===== config.mk =====
export PLATFORM = sky130hd
export DESIGN_NAME = lpht_front
export DESIGN_NICKNAME = d
export VERILOG_FILES = /design/src/hdl/linear_probe_hash_table_defines.svh /design/src/hdl/lpht_pkg.sv /design/src/hdl/lpht_front.sv
export SDC_FILE = /design/constraint.sdc
export NUM_CORES = 1
export LEC_CHECK = 0
export ABC_AREA = 0
export BUFFER_PORTS_ARGS = -buffer_cell sky130_fd_sc_hd__buf_2
export CAP_MARGIN = 5
export CORE_ASPECT_RATIO = 1.2
export CORE_MARGIN = 2
export CORE_UTILIZATION = 25
export CTS_CLUSTER_SIZE = 24
export DETAILED_ROUTE_END_ITERATION = 8
export GPL_ROUTABILITY_DRIVEN = 0
export SYNTH_ARGS = -nofsm -noshare
export SYNTH_HDL_FRONTEND = slang
export SYNTH_SLANG_ARGS = --single-unit
export TNS_END_PERCENT = 1

===== constraint.sdc =====
create_clock -name clk -period 11.5 [get_ports clk]
set_input_delay 1.725 -clock clk [delete_from_list [all_inputs] [get_ports clk]]
set_output_delay 1.725 -clock clk [all_outputs]
set_load 0.05 [all_outputs]

===== src/hdl/linear_probe_hash_table_defines.svh =====
// Assertion helper macros for the hash table block.
`ifndef LINEAR_PROBE_HASH_TABLE_DEFINES_SVH
`define LINEAR_PROBE_HASH_TABLE_DEFINES_SVH
`ifndef SYNTHESIS
`define LPHT_ASSERT(label, clk, rst, prop) \
  label: assert property (@(posedge clk) disable iff (rst) prop) \
    else $error("assertion failed");
`define LPHT_ASSERT_ALWAYS(label, clk, prop) \
  label: assert property (@(posedge clk) prop) else $error("assertion failed");
`else
`define LPHT_ASSERT(label, clk, rst, prop)
`define LPHT_ASSERT_ALWAYS(label, clk, prop)
`endif
`endif


===== src/hdl/lpht_pkg.sv =====
package lpht_pkg;
  localparam int unsigned OP_W = 3;
  localparam int unsigned KEY_W = 32;
  localparam int unsigned DATA_W = 32;
  localparam int unsigned STAT_W = 2;

  localparam logic [OP_W-1:0] OP_INSERT = 3'd0;
  localparam logic [OP_W-1:0] OP_SEARCH = 3'd1;
  localparam logic [OP_W-1:0] OP_DELETE = 3'd2;
  localparam logic [OP_W-1:0] OP_PAIR   = 3'd3;
  localparam logic [OP_W-1:0] OP_CLEAR  = 3'd4;

  localparam logic [STAT_W-1:0] RES_OK   = 2'd0;
  localparam logic [STAT_W-1:0] RES_MISS = 2'd1;
  localparam logic [STAT_W-1:0] RES_FULL = 2'd2;

  localparam logic [1:0] SLOT_EMPTY = 2'd0;
  localparam logic [1:0] SLOT_USED  = 2'd1;
  localparam logic [1:0] SLOT_GONE  = 2'd2;

  // Classified command handed from front to back.
  typedef struct packed {
    logic [OP_W-1:0]   op;
    logic [KEY_W-1:0]  key;    // key to store
    logic [KEY_W-1:0]  look;   // key to look up (partner key for pair step)
    logic [DATA_W-1:0] data;
  } cmd_t;

  typedef struct packed {
    logic              found;
    logic [DATA_W-1:0] data;
    logic [STAT_W-1:0] status;
  } res_t;
endpackage


===== src/hdl/lpht_front.sv =====
module lpht_front (
  input  logic                clk,
  input  logic                rst,
  input  logic                cfg_we,
  input  logic [31:0]         cfg_wdata,
  input  logic                in_valid,
  output logic                in_ready,
  input  logic [lpht_pkg::OP_W-1:0]   in_op,
  input  logic [lpht_pkg::KEY_W-1:0]  in_key,
  input  logic [lpht_pkg::DATA_W-1:0] in_data,
  output logic                q_valid,
  input  logic                q_ready,
  output lpht_pkg::cmd_t      q_cmd
);
  import lpht_pkg::*;

  logic [KEY_W-1:0] pair_target;
  cmd_t cmd_q [2];
  logic wp, rp;
  logic [1:0] count;

  assign in_ready = (count != 2'd2);
  assign q_valid  = (count != 2'd0);
  assign q_cmd    = cmd_q[rp];

  always_ff @(posedge clk) begin
    if (rst) begin
      pair_target <= '0;
    end else if (cfg_we) begin
      pair_target <= cfg_wdata;
    end
  end

  always_ff @(posedge clk) begin
    if (in_valid && in_ready) begin
      cmd_q[wp].op   <= in_op;
      cmd_q[wp].key  <= in_key;
      cmd_q[wp].look <= (in_op == OP_PAIR) ? pair_target - in_key : in_key;
      cmd_q[wp].data <= in_data;
    end
  end

  always_ff @(posedge clk) begin
    if (rst) begin
      wp <= 1'b0;
      rp <= 1'b0;
      count <= '0;
    end else begin
      if (in_valid && in_ready) wp <= ~wp;
      if (q_valid && q_ready) rp <= ~rp;
      count <= count + 2'((in_valid && in_ready) ? 1 : 0) - 2'((q_valid && q_ready) ? 1 : 0);
    end
  end
endmodule


==> key figures <==
STA
  – Worst-Margin Slew: 1.12 ns
  – Final hold violation count: 0
  – Max-slew violation count: 0
  – Final TNS setup: 0 ns
  – Setup violators final: 0
  – Tcrit/Tclk final: 39.7%
  – Min cycle time layout: 4.56 ns
  – Slew margin rel.: 24.8%
  – Max Clock Freq: 0.219 GHz
  – Clk_skew: 0.00744 ns
  – RSZ-0062 raised after global routing: false

Setup path
  – Critical path, cell by cell: buf_4 -> mux2_2 -> buf_2
  – Crit-path max FO: 60
  – Critical R2R Launch: pair_target[0]
  – Setup crit start kind: register
  – CP Class: reg2out
  – Critical-path top delay cell: dfxtp_4
  – Worst EP required: 9.78 ns
  – Arr. time, crit path: 2.84 ns
  – Worst R2R Setup Slack: 8.26 ns
  – Worst R2R End: cmd_q[1][62]
  – Critical Path End Type: output port
  – Worst reg2reg path depth: 12
  – Max incr delay on CP: 0.76 ns

Die
  – Die Ht: 229 µm
  – Core box area: 41700 µm²
  – Initial Util: 25.3%
  – FP Rows: 82
  – Die ar.: 43800 µm²
  – Horiz. Die Dim: 191 µm
  – Ports: 205

Power and ir drop
  – Sw Pwr: 1070 µW
  – Total design power: 2940 µW
  – Comb power frac: 31.6%
  – Maximum vdd ir drop: 131 µV
  – Seq pwr share: 37.7%
  – Internal power: 1870 µW
  – Pleak: 0.00522 µW
  – Clock share of power: 30.7%
  – Pwr per Cell Area: 225 nW/µm²
  – Switching Share: 36.5%

Yosys
  – Asr flop ratio synth: 0%
  – Area leader, netlist: edfxtp_1
  – Synthesized cell area: 10500 µm²
  – Synth area leaders: edfxtp_1 56%, mux2_2 11%, dfxtp_1 7.0%, ha_1 3.9%, mux2i_1 3.1%
  – Syn_area_per_cell: 13.9 µm²
  – Prevailing post-synth register cell: edfxtp_1
  – Cell variety after synth: 65
  – Seq/Total Area, Yosys: 63.4%
  – EDFF count, synth: 198
  – Synth Warn #: 0
  – Seq cells post-synth: 235
  – Mapped Cells: 760
  – Top cell type's share of synthesized area: 56.4%
  – Syn nets: 898

Clock network
  – Post-CTS Hold Buffers: 0
  – Clock sink total: 235
  – H-tree depth: 1
  – Clk slew on worst S/H paths: 0.06 ns
  – Post-CTS setup buffer count: 0
  – CTS resizes: 0
  – Clk_lat worst skew: 0.54 ns
  – Clock buffer depth: 3
  – CTS tree: done
  – Total CTS buffers: 26
  – Clock Tree Root: clkbuf_16

Worst hold path
  – Hold depth: 2
  – Hold Crit Class: reg2reg
  – WHS Endpoint: pair_target[0]
  – Hold path start: pair_target[0]

Cells and area
  – Final net count: 1105
  – Share of cells above drive strength 1: 37.6%
  – Highest-count cells in the layout ignoring fill and taps: 204 x buf_2, 198 x edfxtp_1, 99 x mux2_2
  – Total of fill cells in the finished design: 4261
  – Utilization after layout: 31.4%
  – Finished layout cell area: 13100 µm²
  – Area Overhead vs Synth: 24.2%
  – Most common cell after layout, fill and taps aside: buf_2

Detailed routing
  – DR pass1 iterations: 4
  – Vias per cell: 4.35
  – Vias: 6673
  – Starting DRT DRC Count: 295
  – DRT Wirelength: 25.8 mm
  – WL/cell: 16.8 µm
  – Post-route ant nets: 0
  – Drt drc: 0

Global routing
  – Initial antenna violation count: 3
  – Pin count of the biggest net entering global routing: 69
  – Total track usage: 11.5%
  – First-pass GRT wire length: 38.6 mm
  – Remaining Overflow, GRT: 0
  – Number of global-route vias before repair: 6857

Run
  – # Max-Cap Violations: 0

Placed design
  – Final HPWL from detailed placement: 17.6 mm
  – Placed Area: 12200 µm²
  – # port buffers: 204

Run status
  – Outcome: finished clean
registers in the layout, indices dropped and copies added, names as in the netlist, named ones only:
name,count
count,2
rp,1
wp,1
cmd_q,198
pair_target,32
critical path: cells and delay by family, from the launching register on:
| kind | cells | cell delay, ns |
|---|---|---|
| buf+inv | 2 | 0.92 |
| flops | 1 | 0.76 |
| mux | 1 | 0.43 |
area by class of cell:
class | count | area [µm²] | area share (%)
flip-flops and latches | 235 | 6690 | 51.1
multi-input cells | 457 | 3590 | 27.4
repair buffers | 208 | 1050 | 8.03
clock buffers | 31 | 691 | 5.27
well taps | 546 | 683 | 5.22
clock inverters | 17 | 239 | 1.82
inverters | 39 | 146 | 1.12
diodes | 2 | 5.00 | 0.0382
metal layers:
metal / global-route usage (%) / vias to the layer above / wire length, µm
li1: - / 3232 / -
met1: 13.5 / 3234 / 10800
met2: 20.5 / 168 / 12800
met3: 2.82 / 37 / 1660
met4: 3.49 / 2 / 549
met5: 0 / - / 13
worst max-delay path by stage:
stage	start	to	slack, ns	depth (start not counted)
floorplan	in_valid	cmd_q[0][0]	4.98	2
global placement	in_key[0]	cmd_q[0][62]	6.88	12
detailed placement	in_key[0]	cmd_q[0][62]	6.76	12
CTS	register	q_cmd[64]	6.81	3
global route	register	q_cmd[64]	6.76	3
finish	register	q_cmd[7]	6.94	3
synthesized netlist by cell type (2+ instances only):
cell / instances
mux2_2: 99
nor2_1: 47
a31oi_1: 6
nand3b_1: 2
nor3b_1: 2
mux2i_1: 33
nand2b_1: 5
a311oi_1: 2
o21a_1: 2
edfxtp_1: 198
xor2_1: 15
a21oi_1: 18
dfxtp_1: 37
o21bai_1: 2
a21o_1: 14
nor2b_1: 4
nand4_1: 2
nor3_1: 5
nand3_1: 8
inv_1: 39
o22ai_1: 2
o21ai_0: 42
ha_1: 33
a211oi_1: 5
and2_1: 3
nand2_1: 55
or2_2: 2
clkbuf_1: 21
a221oi_1: 3
buf_4: 2
buf_1: 4
xnor2_1: 15
stage by stage:
step,hold WS [ns],setup WS (ns),cells
after floorplan,0.460,4.98,760
after detailed placement,0.488,6.76,1485
after global placement,0.480,6.88,1485
after CTS,0.499,6.81,1533
after global routing,0.528,6.76,1533
final,0.497,6.94,1535
cell families (layout without fill, tap and decap cells):
kind of cell	after synthesis	after routing	share of synthesized area, %
simple gates	148	148	6.49
flops	235	235	63.4
compound gates	113	113	7.14
mux	132	132	13.7
other cells	0	2	0
buf+inv	68	295	2.66
xor+xnor	30	30	2.49
fa+ha+maj	34	34	4.11
power groups by stage:
stage | clock, µW | sequential (µW) | combinational, µW
3_3_place_gp | 0 | 1120 | 944
4_1_cts | 937 | 1110 | 953
5_1_grt | 963 | 1120 | 992
3_5_place_dp | 0 | 1130 | 950
2_1_floorplan | 0 | 1110 | 739
6_report | 902 | 1110 | 931
(Power assumes the default switching activity.)
